===== config.mk =====
export PLATFORM = sky130hd
export DESIGN_NAME = c_style_token_lexer_top_flat
export DESIGN_NICKNAME = d
export VERILOG_FILES = /design/src/rtl/ctl_pkg.sv /design/src/rtl/ctl_in_if.sv /design/src/rtl/ctl_out_if.sv /design/src/rtl/ctl_step.sv /design/src/rtl/c_style_token_lexer_top.sv /design/src/flat_wrapper.sv
export SDC_FILE = /design/constraint.sdc
export NUM_CORES = 1
export LEC_CHECK = 0
export ABC_AREA = 1
export BUFFER_PORTS_ARGS = -buffer_cell sky130_fd_sc_hd__buf_4
export CAP_MARGIN = 20
export CELL_PAD_IN_SITES_DETAIL_PLACEMENT = 0
export CELL_PAD_IN_SITES_GLOBAL_PLACEMENT = 1
export CORE_MARGIN = 5
export CORE_UTILIZATION = 50
export CTS_BUF_LIST = sky130_fd_sc_hd__clkbuf_16
export DETAILED_ROUTE_END_ITERATION = 6
export PLACE_DENSITY = 0.93
export SYNTH_ARGS = -nofsm -noshare
export SYNTH_HDL_FRONTEND = slang
export SYNTH_SLANG_ARGS = --single-unit

===== constraint.sdc =====
create_clock -name i_clk -period 5.37 [get_ports i_clk]
set_input_delay 0.2685 -clock i_clk [delete_from_list [all_inputs] [get_ports i_clk]]
set_output_delay 0.2685 -clock i_clk [all_outputs]
set_load 0.1 [all_outputs]

===== src/rtl/ctl_pkg.sv =====
`timescale 1ns / 1ps

package ctl_pkg;

    localparam int BYTE_W     = 8;
    localparam int CLASS_W    = 3;
    localparam int FIFO_DEPTH = 4;
    localparam int PTR_W      = $clog2(FIFO_DEPTH);
    localparam int CNT_W      = $clog2(FIFO_DEPTH + 1);

    // Characters with a special role
    localparam logic [BYTE_W-1:0] CH_UNDERSCORE = 8'h5F;
    localparam logic [BYTE_W-1:0] CH_SLASH      = 8'h2F;
    localparam logic [BYTE_W-1:0] CH_STAR       = 8'h2A;
    localparam logic [BYTE_W-1:0] CH_NEWLINE    = 8'h0A;
    localparam logic [BYTE_W-1:0] CH_BACKSLASH  = 8'h5C;
    localparam logic [BYTE_W-1:0] CH_SQUOTE     = 8'h27;
    localparam logic [BYTE_W-1:0] CH_DQUOTE     = 8'h22;

    // Token classes as carried on the output channel
    typedef enum logic [CLASS_W-1:0] {
        CLASS_NUMBER   = 3'd0,
        CLASS_WORD     = 3'd1,
        CLASS_PUNCT    = 3'd2,
        CLASS_OPERATOR = 3'd3,
        CLASS_LITERAL  = 3'd4,
        CLASS_SLASH    = 3'd5,
        CLASS_ILLEGAL  = 3'd6
    } t_class;

    // Lexer modes, one-hot
    typedef enum logic [8:0] {
        MODE_IDLE  = 9'b000000001,
        MODE_NUM   = 9'b000000010,
        MODE_WORD  = 9'b000000100,
        MODE_OP    = 9'b000001000,
        MODE_SLASH = 9'b000010000,
        MODE_LINE  = 9'b000100000,
        MODE_BLOCK = 9'b001000000,
        MODE_BSTAR = 9'b010000000,
        MODE_LIT   = 9'b100000000
    } t_mode;

    typedef struct packed {
        t_mode             mode;
        logic              quote_is_double;
        logic              escape_pending;
        logic [BYTE_W-1:0] operator_char;
    } t_lex_state;

    typedef struct packed {
        logic [BYTE_W-1:0] out_byte;
        logic              starts_token;
        t_class            token_class;
        logic              last_of_run;
    } t_result;

    localparam t_lex_state LEX_RESET = '{
        mode:            MODE_IDLE,
        quote_is_double: 1'b0,
        escape_pending:  1'b0,
        operator_char:   '0
    };

endpackage


===== src/rtl/ctl_in_if.sv =====
`timescale 1ns / 1ps

interface ctl_in_if;
    logic                         valid;
    logic                         ready;
    logic [ctl_pkg::BYTE_W-1:0]   in_byte;
    logic                         end_of_input;

    modport source (output valid, output in_byte, output end_of_input, input ready);
    modport sink   (input valid, input in_byte, input end_of_input, output ready);
endinterface


===== src/rtl/ctl_out_if.sv =====
`timescale 1ns / 1ps

interface ctl_out_if;
    logic                         valid;
    logic                         ready;
    logic [ctl_pkg::BYTE_W-1:0]   out_byte;
    logic                         starts_token;
    logic [ctl_pkg::CLASS_W-1:0]  token_class;
    logic                         last_of_run;

    modport source (output valid, output out_byte, output starts_token,
                    output token_class, output last_of_run, input ready);
    modport sink   (input valid, input out_byte, input starts_token,
                    input token_class, input last_of_run, output ready);
endinterface


===== src/rtl/ctl_step.sv =====
`timescale 1ns / 1ps

// One lexer step: current state and one byte in, next state and up to two results out.
module ctl_step (
    input  ctl_pkg::t_lex_state          i_state,
    input  logic [ctl_pkg::BYTE_W-1:0]   i_byte,
    input  logic                         i_end,
    output ctl_pkg::t_lex_state          o_state,
    output logic [1:0]                   o_count,
    output ctl_pkg::t_result             o_res0,
    output ctl_pkg::t_result             o_res1
);
    import ctl_pkg::*;

    function automatic logic is_digit(input logic [BYTE_W-1:0] b);
        is_digit = (b >= 8'h30) && (b <= 8'h39);
    endfunction

    function automatic logic is_alpha(input logic [BYTE_W-1:0] b);
        is_alpha = ((b >= 8'h61) && (b <= 8'h7A)) || ((b >= 8'h41) && (b <= 8'h5A));
    endfunction

    function automatic logic is_wordch(input logic [BYTE_W-1:0] b);
        is_wordch = is_alpha(b) || is_digit(b) || (b == CH_UNDERSCORE);
    endfunction

    // Token start decode, independent of the current mode
    logic       st_emit;
    t_class     st_class;
    t_mode      st_mode;
    logic       st_is_op;
    logic       st_is_quote;

    always_comb begin
        st_emit     = 1'b1;
        st_class    = CLASS_ILLEGAL;
        st_mode     = MODE_IDLE;
        st_is_op    = 1'b0;
        st_is_quote = 1'b0;
        case (i_byte)
            8'h09, 8'h0A, 8'h0D, 8'h20: begin
                st_emit = 1'b0;
            end
            8'h23, 8'h3C, 8'h3E, 8'h2E, 8'h2C, 8'h2A, 8'h3D, 8'h21,
            8'h28, 8'h29, 8'h5B, 8'h5D, 8'h7B, 8'h7D, 8'h3B, 8'h5C: begin
                st_class = CLASS_PUNCT;
            end
            8'h2B, 8'h2D, 8'h3A, 8'h7C, 8'h26: begin
                st_class = CLASS_OPERATOR;
                st_mode  = MODE_OP;
                st_is_op = 1'b1;
            end
            CH_SLASH: begin
                st_emit = 1'b0;
                st_mode = MODE_SLASH;
            end
            CH_SQUOTE, CH_DQUOTE: begin
                st_class    = CLASS_LITERAL;
                st_mode     = MODE_LIT;
                st_is_quote = 1'b1;
            end
            default: begin
                if (is_digit(i_byte)) begin
                    st_class = CLASS_NUMBER;
                    st_mode  = MODE_NUM;
                end else if (is_wordch(i_byte)) begin
                    st_class = CLASS_WORD;
                    st_mode  = MODE_WORD;
                end
            end
        endcase
    end

    // Mode update and result selection
    logic       do_start;
    logic       emit0;
    logic       emit1;
    t_result    res0;
    t_result    res1;
    t_lex_state nxt;

    always_comb begin
        nxt      = i_state;
        do_start = 1'b0;
        emit0    = 1'b0;
        emit1    = 1'b0;
        res0     = '{out_byte: i_byte, starts_token: 1'b0, token_class: CLASS_NUMBER,
                     last_of_run: 1'b0};
        res1     = res0;

        if (i_end) begin
            // flush a held slash, then back to reset state
            emit0             = (i_state.mode == MODE_SLASH);
            res0.out_byte     = CH_SLASH;
            res0.starts_token = 1'b1;
            res0.token_class  = CLASS_SLASH;
            nxt               = LEX_RESET;
        end else begin
            case (i_state.mode)
                MODE_NUM: begin
                    if (is_digit(i_byte)) begin
                        emit0            = 1'b1;
                        res0.token_class = CLASS_NUMBER;
                    end else begin
                        do_start = 1'b1;
                    end
                end
                MODE_WORD: begin
                    if (is_wordch(i_byte)) begin
                        emit0            = 1'b1;
                        res0.token_class = CLASS_WORD;
                    end else begin
                        do_start = 1'b1;
                    end
                end
                MODE_OP: begin
                    if (i_byte == i_state.operator_char) begin
                        emit0            = 1'b1;
                        res0.token_class = CLASS_OPERATOR;
                        nxt.mode         = MODE_IDLE;
                    end else begin
                        do_start = 1'b1;
                    end
                end
                MODE_SLASH: begin
                    if (i_byte == CH_SLASH) begin
                        nxt.mode = MODE_LINE;
                    end else if (i_byte == CH_STAR) begin
                        nxt.mode = MODE_BLOCK;
                    end else begin
                        // held slash goes out first, then the byte starts a token
                        emit0             = 1'b1;
                        res0.out_byte     = CH_SLASH;
                        res0.starts_token = 1'b1;
                        res0.token_class  = CLASS_SLASH;
                        do_start          = 1'b1;
                    end
                end
                MODE_LINE: begin
                    if (i_byte == CH_NEWLINE) begin
                        nxt.mode = MODE_IDLE;
                    end
                end
                MODE_BLOCK: begin
                    if (i_byte == CH_STAR) begin
                        nxt.mode = MODE_BSTAR;
                    end
                end
                MODE_BSTAR: begin
                    if (i_byte == CH_SLASH) begin
                        nxt.mode = MODE_IDLE;
                    end else if (i_byte != CH_STAR) begin
                        nxt.mode = MODE_BLOCK;
                    end
                end
                MODE_LIT: begin
                    emit0            = 1'b1;
                    res0.token_class = CLASS_LITERAL;
                    if (i_state.escape_pending) begin
                        nxt.escape_pending = 1'b0;
                    end else if (i_byte == CH_BACKSLASH) begin
                        nxt.escape_pending = 1'b1;
                    end else if (i_byte == (i_state.quote_is_double ? CH_DQUOTE : CH_SQUOTE)) begin
                        nxt.mode = MODE_IDLE;
                    end
                end
                default: begin
                    do_start = 1'b1;
                end
            endcase

            if (do_start) begin
                nxt.mode = st_mode;
                if (st_is_op) begin
                    nxt.operator_char = i_byte;
                end
                if (st_is_quote) begin
                    nxt.quote_is_double = (i_byte == CH_DQUOTE);
                    nxt.escape_pending  = 1'b0;
                end
                // start result goes second when a slash was flushed ahead of it
                if (emit0) begin
                    emit1             = st_emit;
                    res1.starts_token = 1'b1;
                    res1.token_class  = st_class;
                end else begin
                    emit0             = st_emit;
                    res0.starts_token = 1'b1;
                    res0.token_class  = st_class;
                end
            end
        end

        res0.last_of_run = !emit1;
        res1.last_of_run = 1'b1;
    end

    assign o_state = nxt;
    assign o_count = emit1 ? 2'd2 : {1'b0, emit0};
    assign o_res0  = res0;
    assign o_res1  = res1;

endmodule


===== src/rtl/c_style_token_lexer_top.sv =====
`timescale 1ns / 1ps
// C-style token lexer.
// Input channel i_in carries one source byte per request (in_byte) and an
// end_of_input flag; a request with the flag set flushes a held slash and
// returns the lexer to its idle state, its byte is ignored.
// Output channel o_out carries one token byte per request with its
// starts_token flag, token_class and last_of_run, which marks the final
// result caused by an input request. An input request causes zero, one or
// two results (two when a held slash is released ahead of a new token).
// Latency: a result passes through the input register, then the lexer step
// into a four-entry result queue, before it is presented on o_out.
// Throughput: one input request per cycle while two queue slots are free, set
// by the combinational lexer step; the output drains one result per cycle while
// the receiver is ready, so sustained runs of two-result inputs are limited by the output side.
// A stalled receiver fills the result queue; the input register holds its
// byte while fewer than two queue slots are free, and i_in.ready drops
// once that register is occupied and cannot advance.
// Reset (i_rst_n low, synchronous) empties the queue and input register
// and puts the lexer in its idle state.
module c_style_token_lexer_top (
    input  logic     i_clk,
    input  logic     i_rst_n,
    ctl_in_if.sink   i_in,
    ctl_out_if.source o_out
);
    import ctl_pkg::*;

    // Input register
    logic              r_in_valid;
    logic [BYTE_W-1:0] r_in_byte;
    logic              r_in_end;

    // Lexer state
    t_lex_state r_state;
    t_lex_state n_state;

    // Result queue
    t_result           r_fifo [FIFO_DEPTH];
    logic [PTR_W-1:0]  r_wr_ptr;
    logic [PTR_W-1:0]  r_rd_ptr;
    logic [CNT_W-1:0]  r_count;
    logic [CNT_W-1:0]  n_count;

    logic [1:0] step_count;
    t_result    step_res0;
    t_result    step_res1;
    logic       advance;
    logic       in_take;
    logic       out_take;
    t_result    head;

    ctl_step u_step (
        .i_state (r_state),
        .i_byte  (r_in_byte),
        .i_end   (r_in_end),
        .o_state (n_state),
        .o_count (step_count),
        .o_res0  (step_res0),
        .o_res1  (step_res1)
    );

    // Handshake control: step fires when two queue slots are free
    assign advance    = r_in_valid && (r_count <= CNT_W'(FIFO_DEPTH - 2));
    assign i_in.ready = !r_in_valid || advance;
    assign in_take    = i_in.valid && i_in.ready;
    assign out_take   = o_out.valid && o_out.ready;

    // Input register
    always_ff @(posedge i_clk) begin
        if (!i_rst_n) begin
            r_in_valid <= 1'b0;
        end else if (in_take) begin
            r_in_valid <= 1'b1;
        end else if (advance) begin
            r_in_valid <= 1'b0;
        end
        if (in_take) begin
            r_in_byte <= i_in.in_byte;
            r_in_end  <= i_in.end_of_input;
        end
    end

    // Lexer state register
    always_ff @(posedge i_clk) begin
        if (!i_rst_n) begin
            r_state <= LEX_RESET;
        end else if (advance) begin
            r_state <= n_state;
        end
    end

    // Result queue write and pointers
    always_comb begin
        n_count = r_count + (advance ? CNT_W'(step_count) : '0) - CNT_W'(out_take);
    end

    always_ff @(posedge i_clk) begin
        if (!i_rst_n) begin
            r_wr_ptr <= '0;
            r_rd_ptr <= '0;
            r_count  <= '0;
        end else begin
            r_count <= n_count;
            if (advance) begin
                r_wr_ptr <= r_wr_ptr + PTR_W'(step_count);
            end
            if (out_take) begin
                r_rd_ptr <= r_rd_ptr + 1'b1;
            end
        end
        if (advance && (step_count != 2'd0)) begin
            r_fifo[r_wr_ptr] <= step_res0;
        end
        if (advance && (step_count == 2'd2)) begin
            r_fifo[r_wr_ptr + 1'b1] <= step_res1;
        end
    end

    // Output channel from the queue head
    assign head               = r_fifo[r_rd_ptr];
    assign o_out.valid        = (r_count != '0);
    assign o_out.out_byte     = head.out_byte;
    assign o_out.starts_token = head.starts_token;
    assign o_out.token_class  = head.token_class;
    assign o_out.last_of_run  = head.last_of_run;

endmodule


===== src/flat_wrapper.sv =====
// flat-port wrapper written by rule: the top's interface ports become plain ports
module c_style_token_lexer_top_flat import ctl_pkg::*;
  (i_clk, i_rst_n, i_in_valid, i_in_in_byte, i_in_end_of_input, i_in_ready, o_out_valid, o_out_out_byte, o_out_starts_token, o_out_token_class, o_out_last_of_run, o_out_ready);
  ctl_in_if i_in_i ();
  ctl_out_if o_out_i ();
  input  logic i_clk;
  input  logic i_rst_n;
  input wire logic [$bits(i_in_i.valid)-1:0] i_in_valid;
  input wire logic [$bits(i_in_i.in_byte)-1:0] i_in_in_byte;
  input wire logic [$bits(i_in_i.end_of_input)-1:0] i_in_end_of_input;
  output wire logic [$bits(i_in_i.ready)-1:0] i_in_ready;
  output wire logic [$bits(o_out_i.valid)-1:0] o_out_valid;
  output wire logic [$bits(o_out_i.out_byte)-1:0] o_out_out_byte;
  output wire logic [$bits(o_out_i.starts_token)-1:0] o_out_starts_token;
  output wire logic [$bits(o_out_i.token_class)-1:0] o_out_token_class;
  output wire logic [$bits(o_out_i.last_of_run)-1:0] o_out_last_of_run;
  input wire logic [$bits(o_out_i.ready)-1:0] o_out_ready;
  assign i_in_i.valid = i_in_valid;
  assign i_in_i.in_byte = i_in_in_byte;
  assign i_in_i.end_of_input = i_in_end_of_input;
  assign i_in_ready = i_in_i.ready;
  assign o_out_valid = o_out_i.valid;
  assign o_out_out_byte = o_out_i.out_byte;
  assign o_out_starts_token = o_out_i.starts_token;
  assign o_out_token_class = o_out_i.token_class;
  assign o_out_last_of_run = o_out_i.last_of_run;
  assign o_out_i.ready = o_out_ready;
  c_style_token_lexer_top u_core (.i_clk(i_clk), .i_rst_n(i_rst_n), .i_in(i_in_i), .o_out(o_out_i));
endmodule

Word level (Yosys, flattened, before mapping)

Memories as Yosys holds them, arrays and structs flattened. A register that Yosys moved wholly into a read port is not among the register bits.
Index checks and enable logic that the tools add are counted.
W data, S select, Z words.

Bits in registers: 36
Bits in writable memories: 52
Bits of input ports: 13
Output and inout port bits: 15
Logic and storage cells: 170
Memories: 1

Memories:

| memory        | depth | bits a word | read ports | clocked after Yosys merged registers in | write ports | line                          | source |
|---|---|---|---|---|---|---|---|
| u_core.r_fifo | 4     | 13          | 1          | 1                                       | 2           | c_style_token_lexer_top.sv:38 | `t_result r_fifo [FIFO_DEPTH];` |

Add/sub/neg operators: 5
Order comparisons: 7
Equality and inequality tests: 49
Multiplexer cells: 68
Reduce and logical (&&, ||, !) cells: 30

Operators with widths:

| kind                 | number |
|---|---|
| $eq A8 B6 Y1 const B | 19 |
| $mux W9              | 11 |
| $eq A8 B7 Y1 const B | 7 |
| $pmux W9 S6          | 1 |
| $mux W19             | 2 |
| $mux W12             | 3 |
| $pmux W9 S4          | 1 |
| $mux W1              | 29 |
| $eq A8 B4 Y1 const B | 3 |
| $ne A4 B3 Y1 const B | 6 |
| $pmux W3 S4          | 2 |
| $mux W4              | 5 |
| $reduce_or A20 Y1    | 1 |
| $ge A8 B7 Y1 const B | 2 |
| $le A8 B7 Y1 const B | 2 |
| $reduce_or A16 Y1    | 1 |
| $mux W3              | 5 |
| $mux W2              | 6 |
| $pmux W1 S5          | 2 |
| $reduce_and A10 Y1   | 1 |
| $reduce_bool A2 Y1   | 5 |
| $reduce_or A5 Y1     | 2 |
| $eq A9 B2 Y1 const B | 1 |
| $eq A9 B3 Y1 const B | 1 |
| other kinds (28)     | 41 |

Longest topological paths before layout

Gate-level depths: netlist (run 1).

Word-level depth: 16
Gate-level depth with buffers: 22
Depth with buffers taken out: 21

Modules after synthesis

From an unflattened synthesis (run 1), not the netlist that was laid out.

Cell total of the unflattened synthesis: 811
Area total of the unflattened synthesis: 5838.1 sq um

Modules (own cells, without submodules):

| module                  | instances | cells an instance | area an instance (sq um) | sequential area each (sq um) |
|---|---|---|---|---|
| c_style_token_lexer_top | 1         | 476               | 4220.3                   | 2412.3 |
| ctl_step                | 1         | 335               | 1617.8                   | 0.0 |

Worst setup path before layout (run 1)

No wires, ideal clock.

Kind: reg-to-reg
Start: register u_core.r_in_byte[2]
End: register u_core.r_count[2]
Setup time: 0.128 ns
Data arrival time: 2.565 ns
Required time: 5.242 ns
Path slack: 2.677 ns
Cell stages (with the launch flop): 21
Buffers on the path: 1
Period minus slack after synthesis: 2.693 ns
Cell sequence: edfxtp_1 -> buf_2 -> nor2_1 -> nand2_1 -> nand2_1 -> nand2_1 -> inv_1 -> nand2_1 -> nand2_1 -> nand3_1 -> nand3_4 -> nand2_2 -> a21oi_2 -> inv_1 -> nor3_1 -> ha_1 -> inv_1 -> fa_1 -> xor2_1 -> inv_1 -> nor2_1

Cells in the longest elaborated chain, start to end: 15
Elaborated cells between the ends (all ways): 44
Those cells by class: add/sub (2); order compare (6); eq/ne (8); mux (21); reduce/logical (7)

Ends and longest elaborated chain:

| item                                         | line                           | source |
|---|---|---|
| from (decl)                                  | c_style_token_lexer_top.sv:30  | `logic [BYTE_W-1:0] r_in_byte;` |
| from (signal assigned)                       | c_style_token_lexer_top.sv:78  | `r_in_byte <= i_in.in_byte;` |
| $ge A8 B7 Y1 or $le A8 B7 Y1 (tied branches) | ctl_step.sv:20                 | `is_alpha = ((b >= 8'h61) && (b <= 8'h7A)) \|\| ((b >= 8'h41) && (b <= 8'h5A));` |
| $logic_and A1 B1 Y1                          | ctl_step.sv:20                 |  |
| $logic_or A1 B1 Y1                           | ctl_step.sv:20                 |  |
| $logic_or A1 B1 Y1 (2 in series)             | ctl_step.sv:24                 | `is_wordch = is_alpha(b) \|\| is_digit(b) \|\| (b == CH_UNDERSCORE);` |
| $mux W1                                      | ctl_step.sv:109                | `if (is_wordch(i_byte)) begin` |
| $pmux W1 S5                                  | ctl_step.sv:99                 | `case (i_state.mode)` |
| $mux W1                                      | ctl_step.sv:91                 | `if (i_end) begin` |
| $mux W1                                      | ctl_step.sv:182                | `if (emit0) begin` |
| $mux W1                                      | ctl_step.sv:172                | `if (do_start) begin` |
| $mux W1                                      | ctl_step.sv:91                 |  |
| $mux W2 *                                    | ctl_step.sv:199                | `assign o_count = emit1 ? 2'd2 : {1'b0, emit0};` |
| $mux W2 *                                    | c_style_token_lexer_top.sv:94  | `n_count = r_count + (advance ? CNT_W'(step_count) : '0) - CNT_W'(out_take);` |
| $add A3 B3 Y3 *                              | c_style_token_lexer_top.sv:94  |  |
| $sub A3 B1 Y3 *                              | c_style_token_lexer_top.sv:94  |  |
| to (signal assigned)                         | c_style_token_lexer_top.sv:103 | `r_count <= n_count;` |
| to (decl)                                    | c_style_token_lexer_top.sv:41  | `logic [CNT_W-1:0] r_count;` |

Mark *: on every way between the ends. The rest lies on a longest branch, timed or not. The select of a mux whose other input is x is not followed.
A chain may end at the register's enable or synchronous reset.

Worst setup path after layout (run 1)

Start: register u_core.r_in_byte[3]
End: register u_core.r_count[2]

The elaborated chain is that of the path after synthesis.

==> flow_summary.yaml, run 1 <==
routing:
  viasPerCell: 5.44
  drt_iter0_drc: 293
  routed-via-count: 4360
  avgRoutedWirePerCell_um: 16.3
  drtAntennaViolNets: 0
  route.detailed.drc: 3
  dr.pass1.iters: 7
  wirelength_um: 13000
global_routing:
  grt_pass1_wl_um: 21800
  overflow: 0
  grt_pass1_vias: 4274
  antenna_found_initial: 0
  grt_max_degree: 28
  grt_usage_pct: 21.6
logic_synthesis:
  syn_area_mm2: 0.00520
  ys_ff_latch: 90
  synthCells: 645
  synth.area.mux_share_pct: 0
  synth-adder-area-share_pct: 1.35
  ys_warn_count: 0
  yosys.area_share.xor_xnor_pct: 1.68
  synth_top_family_by_area: "simple AND/OR/NAND/NOR gates"
  synth_area_per_cell_um2: 8.07
  synth_cell_types: 43
  yosys.area_share.simple_pct: 29.4
  synth.net_count: 663
  ys_seq_area_share_pct: 45.6
  synth_compound_area_share_pct: 14.1
flow_run:
  drv_cap: 0
worst_setup_path:
  slowest_delay_ns: 0.60
  worstReg2RegEnd: "u_core.r_count[2]"
  critPathArrivalTime_ns: 3.45
  crit_top_cell: "nand2_1"
  end_kind: "register"
  cp_top_family: "simple AND/OR/NAND/NOR gates"
  rrSetupSlack_ns: 2.13
  path_class: "register to register"
  worstReg2RegStart: "u_core.r_in_byte[3]"
  critPathLaunchType: "register"
  cp_max_fo: 13
  crit_path_cell_trace: "nor2_1 -> nand2_1 -> nand2_1 -> nand2_1 -> inv_1 -> nand2_1 -> nand2_1 -> nand3_1 -> nand3_4 -> nand2_2 -> a21oi_2 -> inv_1 -> nor3_1 -> ha_1 -> inv_1 -> fa_1 -> xor2_1 -> inv_1 -> nor2_1"
  crit_slowest_cell: "edfxtp_1"
  required_ns: 5.57
  crit_buf_inv: 4
  rr_worst_depth: 19
placement:
  numPortBuffers: 27
  place.gp.congestion: 0.922
  hpwlAfterDp_um: 9630
  place_ws_ns: 2.19
clock_network:
  cts.sink_count: 90
  cts_buffers: 9
  cts.repair.resized: 0
  cts_buffer_depth: 2
  cts-hold-fix-buffers: 0
  cts_tree: "built"
  h-tree-depth: 3
  cts_setup_buffers: 0
  clk_latency_ns: 0.33
  clkSlewWorstSetupHoldPaths_ns: 0.06
  ctsRootBufferMaster: "clkbuf_16"
die:
  num_rows: 37
  core-area_mm2: 0.0102
  dieHeight_um: 112
  ioPinCount: 28
  design.die.area_mm2: 0.0125
  initial_core_util_pct: 50.8
  fp.dieW_um: 112
min_path:
  hold_depth: 1
  worstHoldStart: "i_in_in_byte[7]"
  whs_endpoint: "u_core.r_in_byte[7]"
  hp-class: "input pin to register"
status:
  violations: "design-rule violations"
  status: "finished, violations left"
layout:
  antennaDiodeCount: 0
  mostFrequentLayoutCell: "nand2_1"
  layout-drive-gt1-share_pct: 15.2
  final_cell_mix: "116 x nand2_1, 105 x nor2_1, 59 x inv_1"
  syn_to_final_growth_pct: 10.7
  nNetsFinal: 678
sta:
  drv_slew: 0
  fin_tns_setup_ns: 0
  rsz0062_at_grt: "false"
  setup_viol: 0
  min_period_ns: 3.24
  fin_crit_sh_pct: 60.4
  tightest_slew_ns: 0.892
  skew_ns: 0.00584
  hold_viol: 0
  fin_ws_ns: 2.13
  fmax_ghz: 0.309
  hold_slack_ns: 0.107
  maxSlewHeadroom_pct: 40.5
pwr:
  ir_drop_mv: 0.287
  power.density_mw_per_mm2: 410
  power_leakage_nw: 2.50
==> cell families (layout without fill, tap and decap cells) <==
| group | after synthesis | count (layout) |
|---|---|---|
| AND/OR/NAND/NOR | 314 | 314 |
| AO/OA/AOI/OAI | 130 | 130 |
| buffers and inverters | 96 | 116 |
| flip-flops | 90 | 90 |
| XOR/XNOR | 10 | 10 |
| adder cells (fa/ha/maj) | 5 | 5 |
==> worst max-delay path by stage <==
stage	start	endpoint	cells after the start
floorplan	u_core.r_in_byte[2]	u_core.r_count[2]	20
global placement	u_core.r_in_byte[1]	u_core.r_count[2]	19
detailed placement	u_core.r_in_byte[3]	u_core.r_count[2]	19
CTS	u_core.r_in_byte[3]	u_core.r_count[2]	19
global route	u_core.r_in_byte[3]	u_core.r_count[2]	19
finish	u_core.r_in_byte[3]	u_core.r_count[2]	19
==> cell usage after synthesis (all sizes together) <==
library cell | count | area, um^2
xor2 | 1 | 8.76
o211ai | 4 | 30.0
inv | 71 | 269
edfxtp | 57 | 1710
nand2b | 1 | 6.26
a31oi | 1 | 6.26
a21oi | 39 | 210
nand2 | 136 | 576
o21bai | 1 | 7.51
clkinv | 2 | 8.75
ha | 4 | 50.1
buf | 13 | 92.6
nand4 | 18 | 173
a21o | 1 | 7.51
o21ai | 45 | 225
fa | 1 | 20.0
xnor2 | 9 | 78.8
o22ai | 38 | 238
nand3 | 33 | 203
nor4 | 1 | 6.26
nand3b | 1 | 20.0
clkbuf | 10 | 37.5
nor2 | 116 | 492
dfxtp | 33 | 661
nor3 | 8 | 56.3
o2111ai | 1 | 8.76
==> power breakdown <==
| part | internal [W] | switching, W |
|---|---|---|
| Combinational | 0.000196 | 0.000652 |
| Clock | 0.000403 | 0.000256 |
| Sequential | 0.000786 | 0.0000662 |
| Total | 0.00139 | 0.000974 |
==> cell type report <==
| cell class | count | area [um^2] |
|---|---|---|
| clock buffers | 9 | 225 |
| inverters | 73 | 278 |
| fillers | 967 | 4470 |
| clock inverters | 7 | 87.6 |
| flip-flops and latches | 90 | 2370 |
| repair buffers | 27 | 203 |
| well taps | 136 | 170 |
| multi-input cells | 459 | 2420 |
==> state kept, by name, indices dropped and copies added (netlist names), named ones only <==
name,count
u_core.r_count,3
u_core.r_fifo,52
u_core.r_in_valid,1
u_core.r_in_end,1
u_core.r_wr_ptr,2
u_core.r_state,19
u_core.r_in_byte,8
u_core.r_rd_ptr,2
==> layer usage <==
layer | vias to the layer above | track usage (%) | share of wire, %
li1 | 2203 | - | -
met1 | 2014 | 29.1 | 45
met2 | 123 | 35.5 | 49
met5 | - | 0 | 0
met3 | 20 | 3.80 | 5.0
met4 | 0 | 6.81 | 1.5
==> stage by stage <==
stage	util [%]	area, um^2	std cells	total power, W
3_3_place_gp	53.2	5450	785	0.00171
3_5_place_dp	53.2	5450	785	0.00171
2_1_floorplan	-	5200	645	0.00154
4_1_cts	56.3	5760	801	0.00237
6_report	56.3	5760	801	0.00236
5_1_grt	56.3	5760	801	0.00248
==> worst register-to-register path: stages (launching register included) <==
cell and delay (ns):
edfxtp_1 0.60, nor2_1 0.37, nand2_1 0.09, nand2_1 0.07, nand2_1 0.04, inv_1 0.04
nand2_1 0.04, nand2_1 0.09, nand3_1 0.13, nand3_4 0.20, nand2_2 0.11, a21oi_2 0.26
inv_1 0.09, nor3_1 0.15, ha_1 0.17, inv_1 0.05, fa_1 0.37, xor2_1 0.17
inv_1 0.06, nor2_1 0.03
Note: power is estimated with default switching activity, not from simulation.
==> inputs of run 2 (changes only) <==
--- a/config.mk
+++ b/config.mk
@@ -11,10 +11,10 @@
 export CELL_PAD_IN_SITES_DETAIL_PLACEMENT = 0
 export CELL_PAD_IN_SITES_GLOBAL_PLACEMENT = 1
 export CORE_MARGIN = 5
-export CORE_UTILIZATION = 50
+export CORE_UTILIZATION = 42
 export CTS_BUF_LIST = sky130_fd_sc_hd__clkbuf_16
 export DETAILED_ROUTE_END_ITERATION = 6
-export PLACE_DENSITY = 0.93
+export PLACE_DENSITY = 0.84
 export SYNTH_ARGS = -nofsm -noshare
 export SYNTH_HDL_FRONTEND = slang
 export SYNTH_SLANG_ARGS = --single-unit
==> constraint.sdc (replaced) <==
create_clock -name i_clk -period 2.8 [get_ports i_clk]
set_input_delay 0.14 -clock i_clk [delete_from_list [all_inputs] [get_ports i_clk]]
set_output_delay 0.14 -clock i_clk [all_outputs]
set_load 0.1 [all_outputs]
==> flow_summary.yaml, run 2 (synthesis results as in run 1) <==
worst_setup_path:
  path_class: "register to register"
  critPathCapture: "u_core.r_count[2]"
  cp_max_fo: 5
  required_ns: 3.01
  critPathLaunchType: "register"
  worstReg2RegEnd: "u_core.r_count[2]"
  critPathArrivalTime_ns: 2.98
  crit_start: "u_core.r_in_byte[3]"
  crit_path_cell_trace: "buf_4 -> xnor2_1 -> nand2_2 -> nor2_4 -> nand3_4 -> nand3_4 -> nor2_4 -> a21oi_4 -> inv_2 -> nor3_4 -> ha_2 -> inv_2 -> fa_2 -> xor2_1 -> inv_1 -> nor2_2"
  rr_worst_depth: 16
  crit_slowest_cell: "edfxtp_1"
  slowest_delay_ns: 0.50
  worstReg2RegStart: "u_core.r_in_byte[3]"
  end_kind: "register"
  rrSetupSlack_ns: 0.04
status:
  status: "completed"
sta:
  fin_crit_sh_pct: 98.7
  maxSlewHeadroom_pct: 51.2
  rsz0062_at_grt: "true"
  hold_viol: 0
  setup_viol: 0
  tightest_slew_ns: 0.731
  fin_ws_ns: 0.0363
  skew_ns: 0.00870
  min_period_ns: 2.76
  drv_slew: 0
  fmax_ghz: 0.362
  hold_slack_ns: 0.0568
layout:
  mostFrequentLayoutCell: "nand2_1"
  antennaDiodeCount: 0
  syn_to_final_growth_pct: 27.5
  reg.largest.list: "u_core.r_fifo x52, u_core.r_state x19, u_core.r_in_byte x8"
  largest_reg_flops: 52
  layout-drive-gt1-share_pct: 28.6
  nNetsFinal: 759
  final_cell_mix: "104 x nand2_1, 96 x buf_4, 95 x nor2_1"
  top_register: "u_core.r_fifo"
min_path:
  hp-class: "input pin to register"
placement:
  hpwlAfterDp_um: 10800
  place.gp.congestion: 0.925
  numPortBuffers: 27
  place_ws_ns: -0.0854
clock_network:
  cts_tree: "built"
  ctsRootBufferMaster: "clkbuf_16"
  cts_buffers: 9
  clkSlewWorstSetupHoldPaths_ns: 0.06
  clk_latency_ns: 0.35
  cts.sink_count: 90
  cts_buffer_depth: 2
  h-tree-depth: 3
pwr:
  power.density_mw_per_mm2: 701
  pwr-share-seq_pct: 34.0
  p_int_w: 0.00269
  power_leakage_nw: 2.91
  pwr-share-clk_pct: 26.0
  p_total_w: 0.00465
  swShare_pct: 42.2
  ir_drop_mv: 0.330
  combPwrFrac_pct: 40.0
  p_sw_w: 0.00196
global_routing:
  grt_pass1_wl_um: 23700
  overflow: 0
  grt_pass1_vias: 4631
  grt_usage_pct: 20.5
  antenna_found_initial: 0
  grt_max_degree: 28
routing:
  viasPerCell: 5.19
  drtAntennaViolNets: 0
  avgRoutedWirePerCell_um: 15.6
  routed-via-count: 4740
  route.detailed.drc: 0
  dr.pass1.iters: 5
  drt_iter0_drc: 298
  wirelength_um: 14300
die:
  initial_core_util_pct: 43.1
  num_rows: 40
  core-area_mm2: 0.0121
  fp.dieW_um: 121
  ioPinCount: 28
  design.die.area_mm2: 0.0147
  dieHeight_um: 121
flow_run:
  drv_cap: 0
-- run 2: cell count changes in the layout (fill, tap and decap cells not counted), sizes merged --
cell,before,now
buf,27,99
bufinv,2,1
clkinv,3,2
clkinvlp,1,2
dlygate4sd3,0,9
inv,74,75
-- run 2: worst max-delay path: cells and delay by family, from the launching register on --
family	cells	cell delay, ns
compound gates	1	0.15
xor+xnor	2	0.32
fa+ha+maj	2	0.56
buf+inv	4	0.36
flops	1	0.50
simple gates	7	0.71
-- run 2: metal layers --
metal | wire length, um | up-vias | track usage [%] | share of wire [%]
met1 | 6490 | 2211 | 26.8 | 45
met4 | 354 | 0 | 6.79 | 2.5
met2 | 6810 | 125 | 34.2 | 48
met5 | 0 | - | 0 | 0
met3 | 639 | 34 | 3.96 | 4.5
li1 | - | 2370 | - | -
-- run 2: cell type report --
class / count / area, um^2
fill: 1127 / 5430
multi-input combinational: 459 / 2620
sequential: 90 / 2370
timing repair buffer: 108 / 853
inverter: 73 / 280
clock buffer: 9 / 225
tap: 168 / 210
clock inverter: 7 / 70.1
-- run 2: power groups by stage --
stage	Sequential (W)	Combinational [W]	Clock, W
finish	0.00158	0.00186	0.00121
global placement	0.00161	0.00176	0
CTS	0.00158	0.00180	0.00123
detailed placement	0.00161	0.00177	0
floorplan	0.00158	0.00138	0
global route	0.00159	0.00200	0.00131
-- run 2: worst min-delay path by stage --
stage | from | to | slack (ns) | cells past startpoint
6_report | i_in_valid | u_core.r_in_valid | 0.06 | 3
5_1_grt | i_in_valid | u_core.r_in_valid | 0.06 | 3
4_1_cts | i_in_valid | u_core.r_in_valid | 0.05 | 3
3_5_place_dp | i_in_end_of_input | u_core.r_in_end | 0.32 | 1
3_3_place_gp | i_in_in_byte[4] | u_core.r_in_byte[4] | 0.32 | 1
2_1_floorplan | i_in_in_byte[0] | u_core.r_in_byte[0] | 0.24 | 0
-- run 2: through the flow --
| step | cells | instance area, um^2 | util (%) | setup TNS [ns] |
|---|---|---|---|---|
| 2_1_floorplan | 645 | 5200 | - | 0 |
| 3_3_place_gp | 874 | 5930 | 49.1 | 0 |
| 3_5_place_dp | 874 | 5930 | 49.1 | -0.0854 |
| 4_1_cts | 902 | 6350 | 52.6 | 0 |
| 5_1_grt | 914 | 6630 | 55.0 | -0.194 |
| 6_report | 914 | 6630 | 55.0 | 0 |
-- run 2: what timing repair did --
action	4_1_cts	5_1_grt
gates resized for setup	4	53
hold buffers	9	0
buffers inserted	3	13
endpoints found under the hold margin	9	0
setup endpoints to repair	1	21
pin swaps	0	29
